===== src/rtl/mfd_pkg.sv =====
package mfd_pkg;

  localparam int LEN_WIDTH_DEF = 24;
  localparam int QUEUE_DEPTH   = 4;
  localparam int HDR_BYTES     = 12;
  localparam int SLIDE_BYTES   = 4;
  localparam int CFG_WIDTH     = 24;
  localparam int FILL_WIDTH    = 4;
  localparam logic [CFG_WIDTH-1:0] MAX_LEN_RESET = CFG_WIDTH'(1024 * 1024);

  typedef struct packed {
    logic [7:0] data;
    logic       last;
  } word_t;

endpackage


===== src/rtl/mfd_front.sv =====
module mfd_front #(
  parameter int LEN_WIDTH = mfd_pkg::LEN_WIDTH_DEF
) (
  input  logic                           clk,
  input  logic                           rst,
  input  logic                           in_valid,
  input  logic [7:0]                     in_byte,
  input  logic [mfd_pkg::CFG_WIDTH-1:0]  max_frame_len,
  output logic                           out_valid,
  output mfd_pkg::word_t                 out_word
);
  import mfd_pkg::*;

  logic [7:0]            header_window [HDR_BYTES];
  logic [FILL_WIDTH-1:0] header_fill;
  logic                  in_frame;
  logic [LEN_WIDTH-1:0]  frame_position;
  logic [LEN_WIDTH-1:0]  frame_total;
  logic [LEN_WIDTH-1:0]  payload_end;

  logic [31:0]          hdr_total;
  logic [31:0]          hdr_plen;
  logic [32:0]          plen_end_wide;
  logic [31:0]          plen_end;
  logic                 fill_done;
  logic                 hdr_bad;
  logic [LEN_WIDTH-1:0] pos_inc;
  logic                 frame_done;

  assign hdr_total = {header_window[3], header_window[2], header_window[1], header_window[0]};
  assign hdr_plen  = {header_window[7], header_window[6], header_window[5], header_window[4]};
  assign fill_done = header_fill == FILL_WIDTH'(HDR_BYTES - 1);

  always_comb begin
    hdr_bad = (hdr_total < 32'(HDR_BYTES))
           || (hdr_total > {{(32 - CFG_WIDTH){1'b0}}, max_frame_len})
           || ((hdr_total >> LEN_WIDTH) != 32'd0);
    plen_end_wide = {1'b0, hdr_plen} + 33'(HDR_BYTES);
    if (plen_end_wide > {1'b0, hdr_total}) begin
      plen_end = hdr_total;
    end else begin
      plen_end = plen_end_wide[31:0];
    end
  end

  assign pos_inc    = frame_position + LEN_WIDTH'(1);
  assign frame_done = pos_inc == frame_total;

  // payload bytes of the current frame go out, the rest is dropped
  assign out_valid     = in_valid && in_frame && (frame_position < payload_end);
  assign out_word.data = in_byte;
  assign out_word.last = pos_inc == payload_end;

  always_ff @(posedge clk) begin
    if (rst) begin
      header_fill    <= '0;
      in_frame       <= 1'b0;
      frame_position <= '0;
      frame_total    <= '0;
      payload_end    <= '0;
      for (int i = 0; i < HDR_BYTES; i++) begin
        header_window[i] <= '0;
      end
    end else if (in_valid) begin
      if (in_frame) begin
        frame_position <= pos_inc;
        if (frame_done) begin
          in_frame    <= 1'b0;
          header_fill <= '0;
        end
      end else if (fill_done && hdr_bad) begin
        // slide the window by four bytes and wait for four more
        for (int i = 0; i < HDR_BYTES - SLIDE_BYTES - 1; i++) begin
          header_window[i] <= header_window[i + SLIDE_BYTES];
        end
        header_window[HDR_BYTES - SLIDE_BYTES - 1] <= in_byte;
        for (int i = HDR_BYTES - SLIDE_BYTES; i < HDR_BYTES; i++) begin
          header_window[i] <= '0;
        end
        header_fill <= FILL_WIDTH'(HDR_BYTES - SLIDE_BYTES);
      end else begin
        header_window[header_fill] <= in_byte;
        if (fill_done) begin
          header_fill    <= '0;
          frame_total    <= hdr_total[LEN_WIDTH-1:0];
          payload_end    <= plen_end[LEN_WIDTH-1:0];
          frame_position <= LEN_WIDTH'(HDR_BYTES);
          in_frame       <= hdr_total != 32'(HDR_BYTES);
        end else begin
          header_fill <= header_fill + FILL_WIDTH'(1);
        end
      end
    end
  end

  a_pos_in_frame: assert property (@(posedge clk) disable iff (rst)
    in_frame |-> (frame_position < frame_total) && (payload_end <= frame_total))
    else $error("frame position or payload end beyond frame total");

  a_fill_range: assert property (@(posedge clk) disable iff (rst)
    header_fill < FILL_WIDTH'(HDR_BYTES))
    else $error("header fill out of range");

  a_frame_end: assert property (@(posedge clk) disable iff (rst)
    (in_valid && in_frame && frame_done) |=> !in_frame && (header_fill == '0))
    else $error("frame did not close at its total length");

endmodule


===== src/rtl/mfd_queue.sv =====
module mfd_queue #(
  parameter int DEPTH = mfd_pkg::QUEUE_DEPTH
) (
  input  logic           clk,
  input  logic           rst,
  input  logic           push,
  input  mfd_pkg::word_t wr_word,
  output logic           full,
  output logic           empty,
  input  logic           pop,
  output mfd_pkg::word_t rd_word
);
  import mfd_pkg::*;

  localparam int AW = (DEPTH > 1) ? $clog2(DEPTH) : 1;
  localparam int CW = $clog2(DEPTH + 1);

  word_t         slots [DEPTH];
  logic [AW-1:0] wr_ptr;
  logic [AW-1:0] rd_ptr;
  logic [CW-1:0] count;
  logic          do_push;
  logic          do_pop;

  assign full    = count == CW'(DEPTH);
  assign empty   = count == '0;
  assign do_push = push && !full;
  assign do_pop  = pop && !empty;
  assign rd_word = slots[rd_ptr];

  always_ff @(posedge clk) begin
    if (do_push) begin
      slots[wr_ptr] <= wr_word;
    end
  end

  always_ff @(posedge clk) begin
    if (rst) begin
      wr_ptr <= '0;
      rd_ptr <= '0;
      count  <= '0;
    end else begin
      if (do_push) begin
        wr_ptr <= (wr_ptr == AW'(DEPTH - 1)) ? '0 : wr_ptr + AW'(1);
      end
      if (do_pop) begin
        rd_ptr <= (rd_ptr == AW'(DEPTH - 1)) ? '0 : rd_ptr + AW'(1);
      end
      if (do_push && !do_pop) begin
        count <= count + CW'(1);
      end else if (do_pop && !do_push) begin
        count <= count - CW'(1);
      end
    end
  end

  a_count_range: assert property (@(posedge clk) disable iff (rst)
    count <= CW'(DEPTH))
    else $error("queue count beyond depth");

  a_pop_only: assert property (@(posedge clk) disable iff (rst)
    (do_pop && !do_push) |=> count == $past(count) - CW'(1))
    else $error("queue count did not drop on pop");

endmodule


===== src/rtl/metadata_frame_deframer.sv =====
// length-prefixed frame deframer, one stream byte per word
// input: push with data_byte; a word is taken when push is high and full is low
// output: while empty is low, payload_byte and payload_last show the oldest
//   payload word; it is taken when pop is high
// config: cfg_we with cfg_wdata writes max_frame_len; write only while idle
// each frame starts with a 12-byte little-endian header: total length,
//   payload length, flags; a bad total slides the header window by 4 bytes
// a payload byte is registered in the queue and shown after older words pop
// throughput: one byte per cycle while full is low; header check and frame
//   counters settle in the cycle a byte is taken, so bytes enter back to back
// a 4-word queue separates the parser from the receiver; full rises only when
//   the receiver stalls and the queue fills, and drops once a pop is registered
// reset: synchronous on rst; clears the header window, frame state and queue,
//   and sets max_frame_len to 1048576
module metadata_frame_deframer #(
  parameter int LEN_WIDTH   = mfd_pkg::LEN_WIDTH_DEF,
  parameter int QUEUE_DEPTH = mfd_pkg::QUEUE_DEPTH
) (
  input  logic                          clk,
  input  logic                          rst,
  input  logic                          push,
  output logic                          full,
  input  logic [7:0]                    data_byte,
  output logic                          empty,
  input  logic                          pop,
  output logic [7:0]                    payload_byte,
  output logic                          payload_last,
  input  logic                          cfg_we,
  input  logic [mfd_pkg::CFG_WIDTH-1:0] cfg_wdata
);
  import mfd_pkg::*;

  logic [CFG_WIDTH-1:0] max_frame_len;
  logic                 accept;
  logic                 front_valid;
  word_t                front_word;
  word_t                out_word;

  always_ff @(posedge clk) begin
    if (rst) begin
      max_frame_len <= MAX_LEN_RESET;
    end else if (cfg_we) begin
      max_frame_len <= cfg_wdata;
    end
  end

  assign accept = push && !full;

  mfd_front #(
    .LEN_WIDTH(LEN_WIDTH)
  ) u_front (
    .clk          (clk),
    .rst          (rst),
    .in_valid     (accept),
    .in_byte      (data_byte),
    .max_frame_len(max_frame_len),
    .out_valid    (front_valid),
    .out_word     (front_word)
  );

  mfd_queue #(
    .DEPTH(QUEUE_DEPTH)
  ) u_queue (
    .clk    (clk),
    .rst    (rst),
    .push   (front_valid),
    .wr_word(front_word),
    .full   (full),
    .empty  (empty),
    .pop    (pop),
    .rd_word(out_word)
  );

  assign payload_byte = out_word.data;
  assign payload_last = out_word.last;

endmodule

===== config.mk =====
export PLATFORM = sky130hd
export DESIGN_NAME = metadata_frame_deframer
export DESIGN_NICKNAME = d
export VERILOG_FILES = /design/src/rtl/mfd_pkg.sv /design/src/rtl/mfd_front.sv /design/src/rtl/mfd_queue.sv /design/src/rtl/metadata_frame_deframer.sv
export SDC_FILE = /design/constraint.sdc
export NUM_CORES = 1
export LEC_CHECK = 0
export BUFFER_PORTS_ARGS = -buffer_cell sky130_fd_sc_hd__clkbuf_2
export CELL_PAD_IN_SITES_DETAIL_PLACEMENT = 1
export CELL_PAD_IN_SITES_GLOBAL_PLACEMENT = 1
export CORE_MARGIN = 2
export CORE_UTILIZATION = 45
export DETAILED_ROUTE_END_ITERATION = 12
export PLACE_DENSITY = 0.82
export SKIP_CTS_REPAIR_TIMING = 1
export SLEW_MARGIN = 5
export SYNTH_ARGS = -nofsm -noshare
export SYNTH_HDL_FRONTEND = slang
export SYNTH_HIERARCHICAL = 1
export SYNTH_SLANG_ARGS = --single-unit

===== constraint.sdc =====
create_clock -name clk -period 4.35 [get_ports clk]
set_input_delay 0.6525 -clock clk [delete_from_list [all_inputs] [get_ports clk]]
set_output_delay 0.6525 -clock clk [all_outputs]
set_load 0.03 [all_outputs]

==> results of run 1 <==
routing by layer:
metal / vias to the layer above / track usage, %
li1: 5152 / -
met1: 5511 / 34.9
met2: 369 / 45.4
met3: 103 / 4.79
met4: 0 / 10.7
met5: - / 0
power groups by stage:
stage          clock, mW  combinational, mW  sequential, mW
2_1_floorplan          0              0.277            2.46
3_3_place_gp           0              0.383            2.49
3_5_place_dp           0              0.405            2.49
4_1_cts             2.40              0.410            2.45
5_1_grt             2.49              0.460            2.45
6_report            2.37              0.417            2.45
kinds of logic after synthesis:
family	share of synthesized area, %
multiplexers	3.45
adder cells (fa/ha/maj)	8.52
AND/OR/NAND/NOR	16.9
AO/OA/AOI/OAI	15.3
XOR/XNOR	6.49
buffers and inverters	6.26
flip-flops	43.1
worst max-delay path by stage:
stage	cells past startpoint	end	start	slack [ns]
finish	15	u_front/payload_end[14]	u_front/header_window[4][5]	0.18
global placement	15	u_front/payload_end[2]	u_front/header_window[4][5]	0.18
detailed placement	15	u_front/payload_end[2]	u_front/header_window[4][5]	0.15
floorplan	17	u_front/payload_end[18]	u_front/header_window[4][2]	0.23
global route	15	u_front/payload_end[14]	u_front/header_window[4][6]	0.004
CTS	14	u_front/payload_end[2]	u_front/header_window[4][5]	0.05
worst register-to-register path: cells and delay by family, from the launching register on:
| kind | cells | cell delay (ns) |
|---|---|---|
| compound gates | 6 | 1.29 |
| xor+xnor | 1 | 0.22 |
| simple gates | 6 | 1.57 |
| flops | 1 | 0.43 |
| fa+ha+maj | 1 | 0.28 |
| buf+inv | 1 | 0.22 |
cell type report:
class / count / area (µm²) / share of cell area [%]
inverters: 100 / 402 / 2.62
multi-input cells: 980 / 7000 / 45.7
flip-flops and latches: 234 / 5930 / 38.7
clock buffers: 41 / 810 / 5.28
clock inverters: 9 / 118 / 0.767
well taps: 390 / 488 / 3.18
repair buffers: 91 / 581 / 3.79
layout by cell type (no fill, tap or decap), types with 28 or more instances in the layout:
cell type                   netlist  routed
sky130_fd_sc_hd__a21oi_1         80      80
sky130_fd_sc_hd__a22o_1          58      58
sky130_fd_sc_hd__and3_1          53      52
sky130_fd_sc_hd__buf_4           10      44
sky130_fd_sc_hd__clkbuf_16        0      28
sky130_fd_sc_hd__clkbuf_2         2      46
sky130_fd_sc_hd__dfxtp_1        110     110
sky130_fd_sc_hd__edfxtp_1       124     124
sky130_fd_sc_hd__ha_1            92      92
sky130_fd_sc_hd__inv_1           97      97
sky130_fd_sc_hd__nand2_1        136     136
sky130_fd_sc_hd__nand4_1         31      31
sky130_fd_sc_hd__nor2_1          82      79
sky130_fd_sc_hd__o21ai_0         47      46
sky130_fd_sc_hd__xnor2_1         68      68
sequential cells by signal, summed over array words and instances (netlist names), named ones only:
register	count
u_queue/wr_ptr	2
u_front/frame_position	24
u_front/payload_end	24
u_front/header_window	88
u_front/header_fill	4
u_front/frame_total	24
u_queue/count	3
u_queue/slots	36
u_queue/rd_ptr	2
max_frame_len	24
u_front/in_frame	1
Yosys cell counts (all sizes together), types with 26 or more instances:
cell type,n
mux2i,26
nand3,26
xor2,26
nor2,83
dfxtp,110
inv,97
o21ai,49
a21oi,81
and3,53
edfxtp,124
ha,92
a22o,58
clkbuf,58
nand2,136
nand4,32
xnor2,68
buf,36
==> reports/results.md, run 1 <==
| Group | Parameter | Value |
|---|---|---|
| critical path | Delay of the slowest cell on the worst path | 0.50 ns |
| cells and area | Fillers | 3343 |
| power | Cell area power density | 342 nW/µm² |
| synthesis | Dominant synthesized flop cell | sky130_fd_sc_hd__edfxtp_1 |
| synthesis | Count of cell types in the netlist | 80 |
| sta | Normalized max-slew margin | 28.4% |
| clock tree | Clock edge transition at the registers on the reported setup and hold paths | 0.06 ns |
| synthesis | Post-synthesis sequential element count | 234 |
| sta | Min setup slack post-route | 0.183 ns |
| clock tree | Clock tree root driver cell | sky130_fd_sc_hd__clkbuf_16 |
| clock tree | Number of buffers added by the clock tree synthesis step | 27 |
| placed design | Post-detail-place hpwl | 31100 µm |
| drt | Wire length on met3 | 2750 µm |
| sta | Worst Hold Margin | 0.313 ns |
| critical path | Combined buffer and inverter count along the critical path | 1 |
| critical path | Maximum fanout count along the critical path | 23 |
| floorplan | Horizontal die dimension | 179 µm |
| critical path | Worst endpoint required time | 4.75 ns |
| critical path | Family with the most delay on the worst path | simple AND/OR/NAND/NOR gates |
| cells and area | Share of final-layout standard cells stronger than drive strength 1 | 11.9% |
| synthesis | Dominant cells by area after synthesis | sky130_fd_sc_hd__edfxtp_1, sky130_fd_sc_hd__dfxtp_1, sky130_fd_sc_hd__ha_1, sky130_fd_sc_hd__xnor2_1, sky130_fd_sc_hd__nand2_1 |
| clock tree | Longest Clk Path Bufs | 3 |
| synthesis | Post-synthesis net count | 1538 |
| sta | Final Cycle Share | 95.8% |
| drt | Via/cell ratio | 6.04 |
| flow run | Maxcap violations | 0 |
| critical path | Crit-path most repeated cell | sky130_fd_sc_hd__nand3_1 |
| min path | Number of instances on the worst hold path | 2 |
| power | Share of total power in combinational logic | 8.0% |
| drt | Wirelength per Cell | 23.2 µm |
| critical path | Worst setup slack for register-to-register paths | 0.18 ns |
| power | Switching share of power | 24.8% |
| drt | Number of search-and-repair iterations in the first detailed-routing pass | 5 |
| sta | Worst-case clock skew | 0.0197 ns |
| critical path | Worst-path cell chain | nand3_1 > nor3_2 > nand3_1 > nor2_1 > xor2_1 > ha_1 > or4_1 > a31o_2 > o21bai_1 > o221a_2 > o21ai_2 > nand2_1 > buf_4 > o211ai_1 > a21oi_1 |
| placed design | Setup WS pre-CTS | 0.153 ns |
| sta | RSZ-0062 raised after global routing | false |
| synthesis | Register area share after synthesis | 43.1% |
| grt | Congestion Overflow GR | 0 |
| synthesis | Syn Std Cell Area | 13700 µm² |
| power | Internal power component | 3.94 mW |
| critical path | Critical register-to-register path endpoint | u_front/payload_end[14] |
| grt | Global router's overall resource usage | 27.1% |
| floorplan | Die outline area | 32000 µm² |
| power | Net load switching power | 1.30 mW |
| drt | Top layer reached by signal wires | met4 |
| critical path | Startpoint of the most critical register-to-register path | u_front/header_window[4][5] |
| synthesis | Synth Area per Inst | 9.76 µm² |
| placed design | Final GP Congestion | 0.956 |
| cells and area | Final Util | 51.3% |
| critical path | Crit path kind | reg2reg |
| min path | End point of the most critical hold path | max_frame_len[20] |
| synthesis | Number of warnings printed during yosys synthesis | 6 |
| min path | Worst hold path type | in2reg |
| power | Worst supply voltage drop on vdd | 344 µV |
| grt | Via count of the first global-routing pass | 11700 |
| power | Clock share of power | 45.3% |
| critical path | Sort of element at the start of the critical path | flip-flop |
| critical path | Data arrival time at the worst-slack endpoint | 4.57 ns |
| synthesis | Portion of synthesized cell area occupied by the leading cell type | 27.1% |
| grt | Initial antenna violation count | 0 |
| critical path | Slowest cell on the critical path | sky130_fd_sc_hd__or4_1 |
| min path | Hold Path Origin | cfg_wdata[20] |
| floorplan | Die outline height | 179 µm |
| power | Final Total Pwr | 5.24 mW |
| drt | Initial DRC count | 977 |
| drt | Met1 wire length | 18100 µm |
| critical path | FF-to-FF path depth | 15 |
| synthesis | Fraction of synthesis flops using an asynchronous set or reset pin | 0% |
| power | Reported leakage power | 5.96 nW |
| drt | Post-route ant nets | 0 |
| drt | DRC violation count after routing | 0 |
| drt | Total wirelength of the detailed-routed design | 42700 µm |
| cells and area | Ant diodes | 0 |
| clock tree | Skew-Pair Late Insertion Delay | 0.56 ns |
| drt | Count of vias placed by the detailed router | 11100 |
| power | Fraction of power consumed by sequential logic | 46.7% |
| cells and area | Final non-filler cell area | 15300 µm² |
| clock tree | TritonCTS clock tree | yes |
| clock tree | Num Clock Sinks | 234 |
| synthesis | Largest area contributor in the netlist | sky130_fd_sc_hd__edfxtp_1 |
| placed design | Placed instance area | 14300 µm² |
| floorplan | Starting density of the core | 46.0% |
| floorplan | Std-Cell Rows | 63 |
| cells and area | Non-Filler Instances | 1845 |
| floorplan | Area of the core | 29900 µm² |
| cells and area | Synthesis-to-finish area growth | 11.5% |
| sta | Slew of the pin with the lowest slew margin | 1.07 ns |
| placed design | Placed Cells incl. Taps | 1793 |
| grt | First-pass GRT wire length | 66500 µm |
| clock tree | H-tree Lvls | 1 |
| drt | Met2 routed wirelength | 20100 µm |
| sta | Time the worst path needs with I/O delays and setup | 4.17 ns |
| floorplan | # IOs | 48 |
| synthesis | Post-synthesis instance total | 1408 |
| run status | Run status | complete, no violations |
| critical path | CP Capture Type | flip-flop |
| sta | Final Hold Vio Count | 0 |
| sta | Count of endpoints failing setup in the final report | 0 |
| placed design | Number of buffers inserted by port buffering | 47 |
| sta | Total count of max-transition violations in the final report | 0 |
| grt | Largest net degree at the start of global routing | 71 |
| synthesis | EDFF count, synth | 124 |
| sta | Total negative setup slack | 0 ns |
| sta | Max Fclk | 240 MHz |
| cells and area | Total number of nets in the final design | 1564 |
Note: power is estimated with default switching activity, not from simulation.
==> inputs of run 2 (changes only) <==
Settings changed: CORE_MARGIN 2 to not set, PLACE_DENSITY 0.82 to 0.76.
==> run 2 against run 1 <==
Effect of this change:
- maximum frequency rose by 0.60%
- via count fell by 1.4%
- non-clock buffer count rose by 8
- critical path depth rose by 1
- sequential share of layout area fell by 0.57 points
- core utilization rose by 0.77 points
- cell count rose by 0.54%
- global-route usage fell by 0.34 points
- clock power rose by 11%
- cell area rose by 1.5%
- sequential power barely moved
- wire length fell by 3.8%
==> reports/results.md, run 2 (synthesis gave the netlist of run 1 again) <==
| Group | Parameter | Value | Delta |
|---|---|---|---|
| floorplan | Std-Cell Rows | 63 | unchanged |
| critical path | Startpoint of the most critical register-to-register path | u_front/header_window[5][0] |  |
| cells and area | Non-Filler Instances | 1855 | +0.54% |
| grt | Congestion Overflow GR | 0 | unchanged |
| placed design | Setup WS pre-CTS | 0.221 ns | +0.0688 ns |
| critical path | Combined buffer and inverter count along the critical path | 2 | +1 |
| sta | Count of endpoints failing setup in the final report | 0 | unchanged |
| floorplan | Die outline area | 31200 µm² | -2.2% |
| grt | First-pass GRT wire length | 64300 µm | -3.3% |
| cells and area | Largest register by flop count | u_front/header_window |  |
| placed design | Placed Cells incl. Taps | 1801 | +0.45% |
| drt | Total wirelength of the detailed-routed design | 41100 µm | -3.8% |
| cells and area | Fillers | 3295 | -1.4% |
| min path | Hold Path Origin | cfg_wdata[20] |  |
| sta | Worst-case clock skew | 0.0472 ns | +0.0274 ns |
| critical path | Crit-path most repeated cell | sky130_fd_sc_hd__buf_4 |  |
| cells and area | Leading cell type in the layout, fill and taps excluded | sky130_fd_sc_hd__nand2_1 |  |
| critical path | Worst-path cell chain | nand4_1 > nor3_1 > nand3_1 > nor2_1 > xor2_1 > ha_1 > or4_1 > a31o_2 > o21bai_1 > o221a_2 > o21ai_1 > buf_4 > buf_4 > a31oi_1 > o21ai_0 > a21oi_1 |  |
| critical path | Family with the most delay on the worst path | simple AND/OR/NAND/NOR gates |  |
| sta | Total count of max-transition violations in the final report | 0 | unchanged |
| floorplan | Horizontal die dimension | 177 µm | -1.1% |
| floorplan | Starting density of the core | 46.0% | unchanged |
| cells and area | Total number of nets in the final design | 1573 | +0.58% |
| grt | Largest net degree at the start of global routing | 58 | -18% |
| floorplan | Area of the core | 29900 µm² | unchanged |
| clock tree | H-tree Lvls | 1 | unchanged |
| critical path | Worst endpoint required time | 4.75 ns | about the same |
| clock tree | Longest Clk Path Bufs | 3 | unchanged |
| critical path | Delay of the slowest cell on the worst path | 0.50 ns | about the same |
| drt | Wirelength per Cell | 22.2 µm | -4.3% |
| critical path | Crit path kind | reg2reg |  |
| critical path | Slowest cell on the critical path | sky130_fd_sc_hd__or4_1 |  |
| placed design | Final GP Congestion | 0.953 | -0.28% |
| drt | Via/cell ratio | 5.92 | -1.9% |
| critical path | Data arrival time at the worst-slack endpoint | 4.54 ns | -0.03 ns |
| drt | Met2 routed wirelength | 19300 µm | -3.9% |
| clock tree | Num Clock Sinks | 234 | unchanged |
| drt | Wire length on met3 | 2180 µm | -21% |
| cells and area | Highest-count cells in the layout ignoring fill and taps | sky130_fd_sc_hd__nand2_1, sky130_fd_sc_hd__edfxtp_1, sky130_fd_sc_hd__dfxtp_1 |  |
| grt | Global router's overall resource usage | 26.8% | -0.34 points |
| sta | Total negative setup slack | 0 ns | unchanged |
| sta | Worst Hold Margin | 0.286 ns | -0.0276 ns |
| placed design | Post-detail-place hpwl | 30200 µm | -2.8% |
| sta | Slew of the pin with the lowest slew margin | 0.792 ns | -0.276 ns |
| drt | Post-route ant nets | 0 | unchanged |
| clock tree | Skew-Pair Late Insertion Delay | 0.58 ns | +0.02 ns |
| drt | Top layer reached by signal wires | met4 |  |
| critical path | CP Capture Type | flip-flop |  |
| clock tree | Clock edge transition at the registers on the reported setup and hold paths | 0.06 ns | about the same |
| drt | Met1 wire length | 18100 µm | about the same |
| drt | Number of search-and-repair iterations in the first detailed-routing pass | 5 | unchanged |
| clock tree | Clock tree root driver cell | sky130_fd_sc_hd__clkbuf_16 |  |
| placed design | Placed instance area | 14400 µm² | +0.68% |
| grt | Via count of the first global-routing pass | 11300 | -3.8% |
| placed design | Number of buffers inserted by port buffering | 47 | unchanged |
| floorplan | Die outline height | 177 µm | -1.1% |
| power | Reported leakage power | 6.08 nW | +2.1% |
| sta | Time the worst path needs with I/O delays and setup | 4.14 ns | -0.0250 ns |
| critical path | Maximum fanout count along the critical path | 7 | -70% |
| drt | Count of vias placed by the detailed router | 11000 | -1.4% |
| power | Cell area power density | 352 nW/µm² | +3.1% |
| drt | DRC violation count after routing | 0 | unchanged |
| cells and area | Final non-filler cell area | 15600 µm² | +1.5% |
| min path | Worst hold path type | in2reg |  |
| critical path | Source of the critical timing path | u_front/header_window[5][0] |  |
| sta | Min setup slack post-route | 0.208 ns | +0.0250 ns |
| sta | Final Cycle Share | 95.2% | -0.58 points |
| floorplan | # IOs | 48 | unchanged |
| clock tree | Number of buffers added by the clock tree synthesis step | 28 | +3.7% |
| cells and area | Synthesis-to-finish area growth | 13.2% |  |
| grt | Initial antenna violation count | 0 | unchanged |
| cells and area | Share of final-layout standard cells stronger than drive strength 1 | 12.4% | +0.53 points |
| sta | Final Hold Vio Count | 0 | unchanged |
| clock tree | TritonCTS clock tree | yes |  |
| cells and area | Flip-flop count of the largest register after layout | 88 | unchanged |
| cells and area | Registers with the highest flip-flop counts | u_front/header_window (88), u_queue/slots (36) |  |
| drt | Initial DRC count | 721 | -26% |
| flow run | Maxcap violations | 0 | unchanged |
| sta | Normalized max-slew margin | 47.2% | +19 points |
| critical path | Sort of element at the start of the critical path | flip-flop |  |
| run status | Run status | complete, no violations |  |
| power | Worst supply voltage drop on vdd | 309 µV | -10% |
| cells and area | Ant diodes | 0 | unchanged |
| sta | Max Fclk | 241 MHz | +0.60% |
## run 2: changes by cell type in the layout (fill, tap and decap cells not counted), moves of 2 or more
cell | previous run | this run
sky130_fd_sc_hd__clkinv_4 | 0 | 2
sky130_fd_sc_hd__bufinv_16 | 2 | 5
sky130_fd_sc_hd__a221oi_2 | 1 | 3
sky130_fd_sc_hd__clkbuf_16 | 28 | 30
sky130_fd_sc_hd__buf_12 | 1 | 5
sky130_fd_sc_hd__clkbuf_1 | 7 | 4
sky130_fd_sc_hd__buf_4 | 44 | 48
sky130_fd_sc_hd__a221oi_1 | 5 | 3
sky130_fd_sc_hd__nor2_2 | 3 | 1
sky130_fd_sc_hd__nor2_1 | 79 | 81
## run 2: area by class of cell
cell class              count  area (µm²)  area share (%)
clock inverters            13         228            1.46
flip-flops and latches    234        5930            38.1
inverters                 100         402            2.58
repair buffers             99         691            4.44
multi-input cells         980        6990            44.9
clock buffers              39         835            5.37
well taps                 390         488            3.14
## run 2: worst register-to-register path, delay by kind of cell, from the launching register on
kind | cells | cell delay, ns
AO/OA/AOI/OAI | 7 | 1.26
XOR/XNOR | 1 | 0.27
adder cells (fa/ha/maj) | 1 | 0.31
buffers and inverters | 2 | 0.33
flip-flops | 1 | 0.45
AND/OR/NAND/NOR | 5 | 1.34
## run 2: through the flow
step | power, mW | utilization, %
after floorplan | 2.74 | -
after global placement | 2.88 | 48.3
after detailed placement | 2.90 | 48.3
after CTS | 5.52 | 51.9
after global routing | 5.67 | 52.1
final | 5.48 | 52.1
## run 2: report_power, final
group          internal [mW]  switching [mW]
clock network           1.64           0.975
registers               2.38          0.0665
logic                  0.156           0.261
total                   4.18            1.30
## run 2: metal layers
metal	track usage (%)	vias to the layer above
li1	-	5158
met4	9.52	0
met1	35.6	5423
met5	0	-
met3	3.33	89
met2	44.8	308
## run 2: path summary, 6_finish.rpt
path	end	slack, ns	depth (start not counted)
max	u_front/payload_end[3]	0.21	16
min	max_frame_len[20]	0.29	2
max reg2reg	u_front/payload_end[3]	0.21	16
min reg2reg	u_front/payload_end[5]	0.46	2
